--- config.mk ---
export PLATFORM = sky130hd
export DESIGN_NAME = csc_measurement_parse_speed_flat
export DESIGN_NICKNAME = d
export VERILOG_FILES = /design/src/hw/rtl/cscm_pkg.sv /design/src/hw/rtl/cscm_pkt_if.sv /design/src/hw/rtl/cscm_meas_if.sv /design/src/hw/rtl/cscm_speed_div.sv /design/src/hw/rtl/csc_measurement_parse_speed.sv /design/src/flat_wrapper.sv
export SDC_FILE = /design/constraint.sdc
export NUM_CORES = 2
export LEC_CHECK = 0
export ABC_AREA = 1
export BUFFER_PORTS_ARGS = -buffer_cell sky130_fd_sc_hd__buf_2
export CAP_MARGIN = 15
export CORE_MARGIN = 1.5
export CORE_UTILIZATION = 30
export DETAILED_ROUTE_END_ITERATION = 8
export PLACE_DENSITY = 0.45
export SETUP_SLACK_MARGIN = 0.02
export SKIP_CTS_REPAIR_TIMING = 1
export SYNTH_ARGS = -nofsm -noshare
export SYNTH_HDL_FRONTEND = slang
export SYNTH_SLANG_ARGS = --single-unit
export TNS_END_PERCENT = 10
--- constraint.sdc ---
create_clock -name clk -period 9.95 [get_ports clk]
set_input_delay 1.99 -clock clk [delete_from_list [all_inputs] [get_ports clk]]
set_output_delay 1.99 -clock clk [all_outputs]
set_load 0.02 [all_outputs]
--- src/hw/rtl/cscm_pkg.sv ---
package cscm_pkg;

  // field widths
  localparam int REV_W   = 32;
  localparam int DT_W    = 16;
  localparam int CIRC_W  = 16;
  localparam int QUO_W   = 32;
  localparam int PROD_W  = REV_W + CIRC_W;
  // 1/1024 s time base: multiply by 1024 is a left shift
  localparam int TIME_SHIFT = 10;
  localparam int STEP_CNT_W = $clog2(QUO_W);

  localparam logic [CIRC_W-1:0] CIRC_RESET = 16'd2096;

  // byte positions inside a packet
  localparam logic [3:0] POS_FLAGS       = 4'd0;
  localparam logic [3:0] POS_MAX         = 4'd15;
  localparam logic [3:0] POS_WREV_LAST   = 4'd4;
  localparam logic [3:0] POS_WTIME_LO    = 4'd5;
  localparam logic [3:0] POS_WTIME_HI    = 4'd6;
  localparam logic [3:0] CRANK_AT_WHEEL  = 4'd7;
  localparam logic [3:0] CRANK_AT_NONE   = 4'd1;
  // last byte position a group needs to be complete
  localparam logic [3:0] WHEEL_END       = 4'd6;
  localparam logic [3:0] CRANK_END_WHEEL = 4'd10;
  localparam logic [3:0] CRANK_END_NONE  = 4'd4;

  localparam int FLAG_WHEEL = 0;
  localparam int FLAG_CRANK = 1;

  // offset of a byte inside the crank group
  localparam logic [1:0] CRANK_REV_LO  = 2'd0;
  localparam logic [1:0] CRANK_REV_HI  = 2'd1;
  localparam logic [1:0] CRANK_TIME_LO = 2'd2;
  localparam logic [1:0] CRANK_TIME_HI = 2'd3;

  typedef enum logic [2:0] {
    ST_IDLE,
    ST_COMMIT,
    ST_MUL,
    ST_CHECK,
    ST_DIV,
    ST_WAIT
  } cscm_state_t;

  typedef struct packed {
    logic load;   // take rev and time deltas
    logic mul;    // register delta * circumference
    logic prime;  // seed remainder and dividend
    logic step;   // one restoring division step
  } cscm_ctrl_t;

  typedef struct packed {
    logic dt_zero;
    logic ovf;     // quotient would not fit 32 bits
    logic last;    // final division step
  } cscm_sts_t;

endpackage

--- src/hw/rtl/cscm_pkt_if.sv ---
interface cscm_pkt_if;
  logic       valid;
  logic       ready;
  logic [7:0] data_byte;
  logic       last_byte;

  modport source (output valid, output data_byte, output last_byte, input ready);
  modport sink (input valid, input data_byte, input last_byte, output ready);
endinterface

--- src/hw/rtl/cscm_meas_if.sv ---
interface cscm_meas_if;
  logic        valid;
  logic        ready;
  logic        status;
  logic [7:0]  valid_flags;
  logic [31:0] wheel_revs;
  logic [15:0] wheel_time;
  logic [15:0] crank_revs;
  logic [15:0] crank_time;
  logic [31:0] wheel_speed_mm_s;

  modport source (
    output valid, output status, output valid_flags, output wheel_revs,
    output wheel_time, output crank_revs, output crank_time,
    output wheel_speed_mm_s, input ready
  );
  modport sink (
    input valid, input status, input valid_flags, input wheel_revs,
    input wheel_time, input crank_revs, input crank_time,
    input wheel_speed_mm_s, output ready
  );
endinterface

--- src/hw/rtl/cscm_speed_div.sv ---
module cscm_speed_div (
  input  logic                            clk,
  input  logic                            rst,
  input  cscm_pkg::cscm_ctrl_t            ctrl,
  input  logic [cscm_pkg::REV_W-1:0]      drev,
  input  logic [cscm_pkg::DT_W-1:0]       dt,
  input  logic [cscm_pkg::CIRC_W-1:0]     circ,
  output cscm_pkg::cscm_sts_t             sts,
  output logic [cscm_pkg::QUO_W-1:0]      quo_next
);
  import cscm_pkg::*;

  localparam int HI_W = PROD_W + TIME_SHIFT - QUO_W;

  logic [REV_W-1:0]      drev_r;
  logic [DT_W-1:0]       dt_r;
  logic [PROD_W-1:0]     prod;
  logic [PROD_W-1:0]     mul_res;
  logic [DT_W-1:0]       rem;
  logic [QUO_W-1:0]      quo;
  logic [STEP_CNT_W-1:0] cnt;
  logic [HI_W-1:0]       num_hi;
  logic [DT_W:0]         trial;
  logic [DT_W:0]         diff;
  logic                  take;

  assign mul_res = PROD_W'(drev_r) * PROD_W'(circ);

  // dividend is prod << 10; upper part must stay below dt for a 32-bit quotient
  assign num_hi   = prod[PROD_W-1 -: HI_W];
  assign trial    = {rem, quo[QUO_W-1]};
  assign diff     = trial - {1'b0, dt_r};
  assign take     = trial >= {1'b0, dt_r};
  assign quo_next = {quo[QUO_W-2:0], take};

  assign sts.dt_zero = (dt_r == '0);
  assign sts.ovf     = (num_hi >= HI_W'(dt_r));
  assign sts.last    = &cnt;

  always_ff @(posedge clk) begin
    if (ctrl.load) begin
      drev_r <= drev;
      dt_r   <= dt;
    end
    if (ctrl.mul) begin
      prod <= mul_res;
    end
    if (ctrl.prime) begin
      rem <= num_hi[DT_W-1:0];
      quo <= {prod[QUO_W-TIME_SHIFT-1:0], {TIME_SHIFT{1'b0}}};
    end else if (ctrl.step) begin
      rem <= take ? diff[DT_W-1:0] : trial[DT_W-1:0];
      quo <= quo_next;
    end
  end

  always_ff @(posedge clk) begin
    if (rst) begin
      cnt <= '0;
    end else if (ctrl.prime) begin
      cnt <= '0;
    end else if (ctrl.step) begin
      cnt <= cnt + 1'b1;
    end
  end

endmodule

--- src/hw/rtl/csc_measurement_parse_speed.sv ---
// Channel   Dir  Payload                                         Beat
// pkt       in   data_byte[7:0], last_byte                      one packet byte
// meas      out  status, valid_flags, wheel/crank revs & time,  one result per packet
//                wheel_speed_mm_s
// cfg       in   cfg_wr_en, cfg_wr_data[15:0]                   circumference write
//
// Each last byte starts a commit; with a wheel commit the sequencer goes on
// through the 32x16 multiply and a range check, then, unless the time delta is
// zero or the speed saturates, through 32 compare/subtract divider steps.
// pkt.ready is high only while the sequencer is idle; meas has its own output
// register, so a stalled result only holds the sequencer at its final state.
// rst is synchronous, active high; circumference resets to 2096 mm.
module csc_measurement_parse_speed (
  input  logic                          clk,
  input  logic                          rst,
  cscm_pkt_if.sink                      pkt,
  cscm_meas_if.source                   meas,
  input  logic                          cfg_wr_en,
  input  logic [cscm_pkg::CIRC_W-1:0]   cfg_wr_data
);
  import cscm_pkg::*;

  cscm_state_t state, state_next;
  cscm_ctrl_t  ctrl;
  cscm_sts_t   sts;

  logic [CIRC_W-1:0] wheel_circumference_mm;

  // packet assembly
  logic [3:0]        byte_position;
  logic [7:0]        packet_flags;
  logic [REV_W-1:0]  incoming_wheel_revs;
  logic [DT_W-1:0]   incoming_wheel_time;
  logic [15:0]       incoming_crank_revs;
  logic [DT_W-1:0]   incoming_crank_time;

  // committed samples
  logic [REV_W-1:0]  current_wheel_revs;
  logic [DT_W-1:0]   current_wheel_time;
  logic [15:0]       current_crank_revs;
  logic [DT_W-1:0]   current_crank_time;
  logic [REV_W-1:0]  previous_wheel_revs;
  logic [DT_W-1:0]   previous_wheel_time;
  logic [QUO_W-1:0]  speed_value;

  // pending result
  logic              res_status;
  logic [7:0]        res_flags;

  logic              pkt_acc;
  logic              out_load;
  logic              out_valid;
  logic              has_wheel;
  logic              has_crank;
  logic [3:0]        crank_at;
  logic [3:0]        crank_off;
  logic [3:0]        wrev_idx;
  logic              in_crank;
  logic              wheel_short;
  logic              wheel_commit;
  logic              crank_commit;
  logic [3:0]        crank_end;
  logic [QUO_W-1:0]  quo_next;

  assign pkt_acc  = pkt.valid & pkt.ready;
  assign out_load = (state == ST_WAIT) & (~out_valid | meas.ready);

  // byte capture decode (flags byte already stored once pos > 0)
  assign has_wheel = packet_flags[FLAG_WHEEL];
  assign has_crank = packet_flags[FLAG_CRANK];
  assign crank_at  = has_wheel ? CRANK_AT_WHEEL : CRANK_AT_NONE;
  assign crank_off = byte_position - crank_at;
  assign wrev_idx  = byte_position - 4'd1;
  assign in_crank  = has_crank & (byte_position >= crank_at) & (crank_off < 4'd4);

  // commit decode, valid in ST_COMMIT with byte_position = last byte index
  assign crank_end    = has_wheel ? CRANK_END_WHEEL : CRANK_END_NONE;
  assign wheel_short  = has_wheel & (byte_position < WHEEL_END);
  assign wheel_commit = has_wheel & ~wheel_short;
  assign crank_commit = has_crank & ~wheel_short & (byte_position >= crank_end);

  cscm_speed_div u_div (
    .clk      (clk),
    .rst      (rst),
    .ctrl     (ctrl),
    .drev     (incoming_wheel_revs - previous_wheel_revs),
    .dt       (incoming_wheel_time - previous_wheel_time),
    .circ     (wheel_circumference_mm),
    .sts      (sts),
    .quo_next (quo_next)
  );

  // sequencer
  always_ff @(posedge clk) begin
    if (rst) begin
      state <= ST_IDLE;
    end else begin
      state <= state_next;
    end
  end

  always_comb begin
    state_next = state;
    unique case (state)
      ST_IDLE: begin
        if (pkt_acc && pkt.last_byte) begin
          state_next = ST_COMMIT;
        end
      end
      ST_COMMIT: state_next = wheel_commit ? ST_MUL : ST_WAIT;
      ST_MUL:    state_next = ST_CHECK;
      ST_CHECK: begin
        state_next = (sts.dt_zero || sts.ovf) ? ST_WAIT : ST_DIV;
      end
      ST_DIV: begin
        if (sts.last) begin
          state_next = ST_WAIT;
        end
      end
      ST_WAIT: begin
        if (out_load) begin
          state_next = ST_IDLE;
        end
      end
      default: state_next = ST_IDLE;
    endcase
  end

  always_comb begin
    ctrl      = '0;
    pkt.ready = 1'b0;
    unique case (state)
      ST_IDLE:   pkt.ready  = 1'b1;
      ST_COMMIT: ctrl.load  = wheel_commit;
      ST_MUL:    ctrl.mul   = 1'b1;
      ST_CHECK:  ctrl.prime = ~sts.dt_zero & ~sts.ovf;
      ST_DIV:    ctrl.step  = 1'b1;
      ST_WAIT:   ;
      default:   ;
    endcase
  end

  always_ff @(posedge clk) begin
    if (rst) begin
      wheel_circumference_mm <= CIRC_RESET;
    end else if (cfg_wr_en) begin
      wheel_circumference_mm <= cfg_wr_data;
    end
  end

  // parser and commit state
  always_ff @(posedge clk) begin
    if (rst) begin
      byte_position       <= '0;
      packet_flags        <= '0;
      incoming_wheel_revs <= '0;
      incoming_wheel_time <= '0;
      incoming_crank_revs <= '0;
      incoming_crank_time <= '0;
      current_wheel_revs  <= '0;
      current_wheel_time  <= '0;
      current_crank_revs  <= '0;
      current_crank_time  <= '0;
      previous_wheel_revs <= '0;
      previous_wheel_time <= '0;
      speed_value         <= '0;
      res_status          <= 1'b0;
      res_flags           <= '0;
    end else begin
      if (pkt_acc) begin
        priority if (byte_position == POS_FLAGS) begin
          packet_flags <= pkt.data_byte;
        end else if (has_wheel && byte_position <= POS_WREV_LAST) begin
          incoming_wheel_revs[8*wrev_idx[1:0] +: 8] <= pkt.data_byte;
        end else if (has_wheel && byte_position == POS_WTIME_LO) begin
          incoming_wheel_time[7:0] <= pkt.data_byte;
        end else if (has_wheel && byte_position == POS_WTIME_HI) begin
          incoming_wheel_time[15:8] <= pkt.data_byte;
        end else if (in_crank) begin
          unique case (crank_off[1:0])
            CRANK_REV_LO:  incoming_crank_revs[7:0]  <= pkt.data_byte;
            CRANK_REV_HI:  incoming_crank_revs[15:8] <= pkt.data_byte;
            CRANK_TIME_LO: incoming_crank_time[7:0]  <= pkt.data_byte;
            CRANK_TIME_HI: incoming_crank_time[15:8] <= pkt.data_byte;
            default: ;
          endcase
        end else begin
        end
        // hold position of the last byte for the commit decode
        if (!pkt.last_byte && byte_position != POS_MAX) begin
          byte_position <= byte_position + 4'd1;
        end
      end

      if (state == ST_COMMIT) begin
        byte_position <= '0;
        res_status    <= wheel_short | (has_crank & ~crank_commit);
        res_flags     <= (wheel_short | (has_crank & ~crank_commit)) ? 8'h00 : packet_flags;
        if (wheel_commit) begin
          current_wheel_revs  <= incoming_wheel_revs;
          current_wheel_time  <= incoming_wheel_time;
          previous_wheel_revs <= incoming_wheel_revs;
          previous_wheel_time <= incoming_wheel_time;
        end
        if (crank_commit) begin
          current_crank_revs <= incoming_crank_revs;
          current_crank_time <= incoming_crank_time;
        end
      end

      if (state == ST_CHECK) begin
        if (sts.dt_zero) begin
          speed_value <= '0;
        end else if (sts.ovf) begin
          speed_value <= '1;
        end
      end
      if (state == ST_DIV && sts.last) begin
        speed_value <= quo_next;
      end
    end
  end

  // output register
  always_ff @(posedge clk) begin
    if (rst) begin
      out_valid <= 1'b0;
    end else if (out_load) begin
      out_valid <= 1'b1;
    end else if (meas.ready) begin
      out_valid <= 1'b0;
    end
  end

  always_ff @(posedge clk) begin
    if (out_load) begin
      meas.status           <= res_status;
      meas.valid_flags      <= res_flags;
      meas.wheel_revs       <= current_wheel_revs;
      meas.wheel_time       <= current_wheel_time;
      meas.crank_revs       <= current_crank_revs;
      meas.crank_time       <= current_crank_time;
      meas.wheel_speed_mm_s <= speed_value;
    end
  end

  assign meas.valid = out_valid;

`ifndef SYNTHESIS
  // a too-short wheel group must leave the committed wheel sample alone
  a_short_no_commit: assert property (@(posedge clk) disable iff (rst)
    (state == ST_COMMIT && wheel_short) |=> $stable(current_wheel_revs))
    else $error("wheel sample committed from a short packet");

  // byte counter restarts after every packet
  a_pos_cleared: assert property (@(posedge clk) disable iff (rst)
    (state == ST_COMMIT) |=> (byte_position == '0))
    else $error("byte position not cleared after packet end");

  // the divider runs without gaps until its final step
  a_div_runs: assert property (@(posedge clk) disable iff (rst)
    (state == ST_DIV && !sts.last) |=> (state == ST_DIV))
    else $error("division left early");

  // an error result never reports flags
  a_err_flags: assert property (@(posedge clk) disable iff (rst)
    (out_load && res_status) |=> (meas.valid && meas.valid_flags == 8'h00))
    else $error("flags reported on a short packet");
`endif

endmodule

--- src/flat_wrapper.sv ---
// flat-port wrapper written by rule: the top's interface ports become plain ports
module csc_measurement_parse_speed_flat import cscm_pkg::*;
  (clk, rst, cfg_wr_en, cfg_wr_data, pkt_valid, pkt_data_byte, pkt_last_byte, pkt_ready, meas_valid, meas_status, meas_valid_flags, meas_wheel_revs, meas_wheel_time, meas_crank_revs, meas_crank_time, meas_wheel_speed_mm_s, meas_ready);
  cscm_pkt_if pkt_i ();
  cscm_meas_if meas_i ();
  input  logic clk;
  input  logic rst;
  input  logic cfg_wr_en;
  input  logic [cscm_pkg::CIRC_W-1:0] cfg_wr_data;
  input wire logic [$bits(pkt_i.valid)-1:0] pkt_valid;
  input wire logic [$bits(pkt_i.data_byte)-1:0] pkt_data_byte;
  input wire logic [$bits(pkt_i.last_byte)-1:0] pkt_last_byte;
  output wire logic [$bits(pkt_i.ready)-1:0] pkt_ready;
  output wire logic [$bits(meas_i.valid)-1:0] meas_valid;
  output wire logic [$bits(meas_i.status)-1:0] meas_status;
  output wire logic [$bits(meas_i.valid_flags)-1:0] meas_valid_flags;
  output wire logic [$bits(meas_i.wheel_revs)-1:0] meas_wheel_revs;
  output wire logic [$bits(meas_i.wheel_time)-1:0] meas_wheel_time;
  output wire logic [$bits(meas_i.crank_revs)-1:0] meas_crank_revs;
  output wire logic [$bits(meas_i.crank_time)-1:0] meas_crank_time;
  output wire logic [$bits(meas_i.wheel_speed_mm_s)-1:0] meas_wheel_speed_mm_s;
  input wire logic [$bits(meas_i.ready)-1:0] meas_ready;
  assign pkt_i.valid = pkt_valid;
  assign pkt_i.data_byte = pkt_data_byte;
  assign pkt_i.last_byte = pkt_last_byte;
  assign pkt_ready = pkt_i.ready;
  assign meas_valid = meas_i.valid;
  assign meas_status = meas_i.status;
  assign meas_valid_flags = meas_i.valid_flags;
  assign meas_wheel_revs = meas_i.wheel_revs;
  assign meas_wheel_time = meas_i.wheel_time;
  assign meas_crank_revs = meas_i.crank_revs;
  assign meas_crank_time = meas_i.crank_time;
  assign meas_wheel_speed_mm_s = meas_i.wheel_speed_mm_s;
  assign meas_i.ready = meas_ready;
  csc_measurement_parse_speed u_core (.clk(clk), .rst(rst), .pkt(pkt_i), .meas(meas_i), .cfg_wr_en(cfg_wr_en), .cfg_wr_data(cfg_wr_data));
endmodule
==> impl_metrics.env <==
export IMPL_insertion_delay_ns=0.69
export IMPL_synth_nets=5376
export IMPL_start_util=0.303
export IMPL_antenna_found_initial=4
export IMPL_die_w_um=366
export IMPL_period_needed_ns=6.73
export IMPL_seq_area_mm2=0.0126
export IMPL_p_sw_frac=0.471
export IMPL_peakVddDrop_mv=0.184
export IMPL_syn_to_final_growth_pct=10.8
export IMPL_power_density_mw_per_mm2=239
export IMPL_place_gp_congestion=0.927
export IMPL_fill_cells=13800
export IMPL_cp_slowest_stage_delay_ns=0.95
export IMPL_internal_power_mw=5.53
export IMPL_finClkSkew_ns=0.0660
export IMPL_synth_fa_ha_area_frac=0.281
export IMPL_portBuffers=152
export IMPL_min_path_type="reg2reg"
export IMPL_synthesis_area_mm2=0.0394
export IMPL_outcome="completed"
export IMPL_p_sw_mw=4.92
export IMPL_crit_start="u_core.wheel_circumference_mm[12]$_SDFFE_PP0P_"
export IMPL_seq_area_frac_synth=0.320
export IMPL_stdcell_area_mm2=0.0437
export IMPL_finalWirelength_mm=116
export IMPL_clkPwrFrac=0.211
export IMPL_final_nets=5406
export IMPL_synth_simple_area_share=0.154
export IMPL_holdCritStartpoint="u_core.current_crank_time[2]$_SDFFE_PP0P_"
export IMPL_ant_nets=0
export IMPL_postSynthCellCount=4713
export IMPL_synth_top_area_cell="fa_1"
export IMPL_cp_end_kind="flop"
export IMPL_htree_levels=2
export IMPL_die_h_um=366
export IMPL_grt_use_total=0.175
export IMPL_numCtsBuffers=57
export IMPL_crit_path_frequent_cell="fa_1"
export IMPL_synth_mux_area_frac=0.000254
export IMPL_grt_max_degree=98
export IMPL_critical_path_top_delay_family="adder cells"
export IMPL_startpoint_type="flop"
export IMPL_tightest_slew_ns=1.03
export IMPL_max_slew_margin=0.315
export IMPL_ys_ff_latch=503
export IMPL_period_share=0.677
export IMPL_routedWlPerCell_um=17.7
export IMPL_synth_top_area_frac=0.214
export IMPL_vias=30000
export IMPL_drcViolationCount=0
export IMPL_overflow=0
export IMPL_grt_pass1_vias=30800
export IMPL_maxSlewViolCount=0
export IMPL_crit_slowest_cell="dfxtp_2"
export IMPL_final_core_util=0.336
export IMPL_cts_path_max_buffers=3
export IMPL_dr_pass1_iters=7
export IMPL_clkTransAtPathRegs_ns=0.06
export IMPL_ys_flop_type="edfxtp_1"
export IMPL_dp_hpwl_mm=86.7
export IMPL_maxCapViolations=0
export IMPL_rsz0062_at_grt="no"
export IMPL_syn_avg_cell_area_um2=8.37
export IMPL_drt_iter0_markers=1708
export IMPL_leakage_nw=20.7
export IMPL_multi_input_area_mm2=0.0220
export IMPL_cts_tree="built"
export IMPL_coreArea_mm2=0.130
export IMPL_setup_viol=0
export IMPL_placed_cell_area_mm2=0.0417
export IMPL_seq_power_share=0.242
export IMPL_die_area_mm2=0.134
export IMPL_fin_setup_tns_ns=0
export IMPL_max_freq_mhz=149
export IMPL_synthTopCellsByArea="fa_1 21%, edfxtp_1 19%, dfxtp_1 13%"
export IMPL_crit_required_ns=10.43
export IMPL_synth_edf_count=255
export IMPL_ys_warn_count=0
export IMPL_finalHoldViolations=0
export IMPL_cp_data_arrival_time_ns=7.21
export IMPL_regToRegStartpoint="u_core.wheel_circumference_mm[12]$_SDFFE_PP0P_"
export IMPL_synth_commonest_cells="1,035 x inv_1, 992 x nand2_1, 421 x fa_1"
export IMPL_io_pins=153
export IMPL_routed_via_density=4.60
export IMPL_yosysMostFrequentCell="inv_1"
export IMPL_crit_chain="nand2_1 > fa_1 > inv_1 > fa_1 > fa_1 > fa_1 > fa_1 > inv_1 > fa_1 > inv_1 > ha_1 > a21oi_1 > o21ai_0 > a21boi_0 > o21ai_0 > a21oi_1 > xor2_1"
export IMPL_synth_xor_area_frac=0.0187
export IMPL_ys_types=56
export IMPL_path_max_fanout=33
export IMPL_drive_gt1_frac=0.0741
export IMPL_grt_pass1_wl_mm=180
export IMPL_rows=132
export IMPL_synthArstFlopShare=0
export IMPL_critical_path_class="reg2reg"
export IMPL_path_buf_inv=3
export IMPL_synth_top_family_by_area="adder cells"
export IMPL_ctsRootBufferMaster="clkbuf_16"
export IMPL_cts_sinks=503
export IMPL_combPwrFrac=0.547
export IMPL_synth_compound_area_frac=0.103
[flip-flops by register name (all words and copies together), names as in the netlist, 32 cells and up]
register                      count
u_core.speed_value               32
u_core.meas.wheel_speed_mm_s     32
u_core.previous_wheel_revs       32
u_core.u_div.prod                48
u_core.meas.wheel_revs           32
u_core.u_div.quo                 32
u_core.incoming_wheel_revs       32
u_core.u_div.drev_r              32
[worst reg2reg max path: stages, from the launching register on]
cell and delay [ns]:
dfxtp_2 0.95, nand2_1 0.21, fa_1 0.58, inv_1 0.05, fa_1 0.47, fa_1 0.53, fa_1 0.53, fa_1 0.54
inv_1 0.05, fa_1 0.58, inv_1 0.06, ha_1 0.36, a21oi_1 0.24, o21ai_0 0.28, a21boi_0 0.36, o21ai_0 0.20
a21oi_1 0.31, xor2_1 0.28
[kinds of logic (layout without fill, tap and decap cells)]
family / Yosys count / after routing
and+or+nand+nor: 1488 / 1488
buffers and inverters: 1260 / 1339
AOI/OAI and AO/OA: 744 / 744
adders and majority gates: 633 / 633
DFF: 503 / 503
xor gates and xnor gates: 84 / 84
muxes: 1 / 1
other: 0 / 1
[area by class of cell]
type                            instances  share of cell area
Antenna cell                            1           0.0000573
Clock buffer                           78              0.0366
Clock inverter                         30             0.00825
Tap cell                             1742              0.0499
Sequential cell                       503               0.289
Inverter                             1048              0.0901
Multi-Input combinational cell       2950               0.503
Timing Repair Buffer                  183              0.0227
[stage by stage]
stage          std cells  total power [mW]  worst slack [ns]  hold WS [ns]
6_report            6535              10.5              3.22         0.423
5_1_grt             6534              11.3              2.90         0.438
4_1_cts             6534              10.7              3.14         0.423
3_5_place_dp        6426              8.39              3.13         0.410
3_3_place_gp        6426              8.43              3.09         0.408
2_1_floorplan       4713              6.32              2.30         0.403
[power by group through the flow]
stage                     Clock (mW)  Sequential (mW)  Combinational (mW)
final                           2.20             2.53                5.72
after global routing            2.35             2.54                6.43
after global placement             0             2.58                5.85
after detailed placement           0             2.58                5.82
after floorplan                    0             2.53                3.79
after CTS                       2.28             2.53                5.86
[cells in the final DEF, fill, tap and decap left out, types with 7 or more instances in the layout]
cell type and instances:
o21ai_1 74, dfxtp_1 234, o21bai_1 16, o21ai_0 246, nor2_4 7, a21o_1 13, edfxtp_1 255, inv_1 1034
nor3_1 21, buf_2 152, nand3_1 130, a211oi_2 16, nor2_1 270, o211ai_1 7, nand3b_1 9, ha_1 212
fa_1 421, xnor2_1 27, a31oi_1 27, o22ai_1 9, a21boi_0 10, inv_2 11, nand2_1 991, clkinv_2 9
clkbuf_16 59, a21oi_1 312, xor2_1 57, nand4_1 26, buf_4 31, dfxtp_2 14, clkbuf_1 14
[final timing paths]
check                                                           end  slack, ns  depth (start not counted)
worst max register to register      u_core.u_div.prod[27]$_DFFE_PP_       3.22                         17
worst min-delay path            u_core.meas.crank_time[2]$_DFFE_PP_       0.42                          0
worst max-delay path                u_core.u_div.prod[27]$_DFFE_PP_       3.22                         17
worst min register to register  u_core.meas.crank_time[2]$_DFFE_PP_       0.42                          0
[metal layers]
metal  global-route usage  wire length (µm)  up-vias  share of wire
li1                     -                 -    14600              -
met1                0.238             53900    14800           0.47
met2                0.293             54500      535           0.47
met3               0.0225              4560      150          0.039
met4               0.0408              2630        6          0.023
met5                    0                34        -        0.00029
Power figures use the tool's default switching activity.
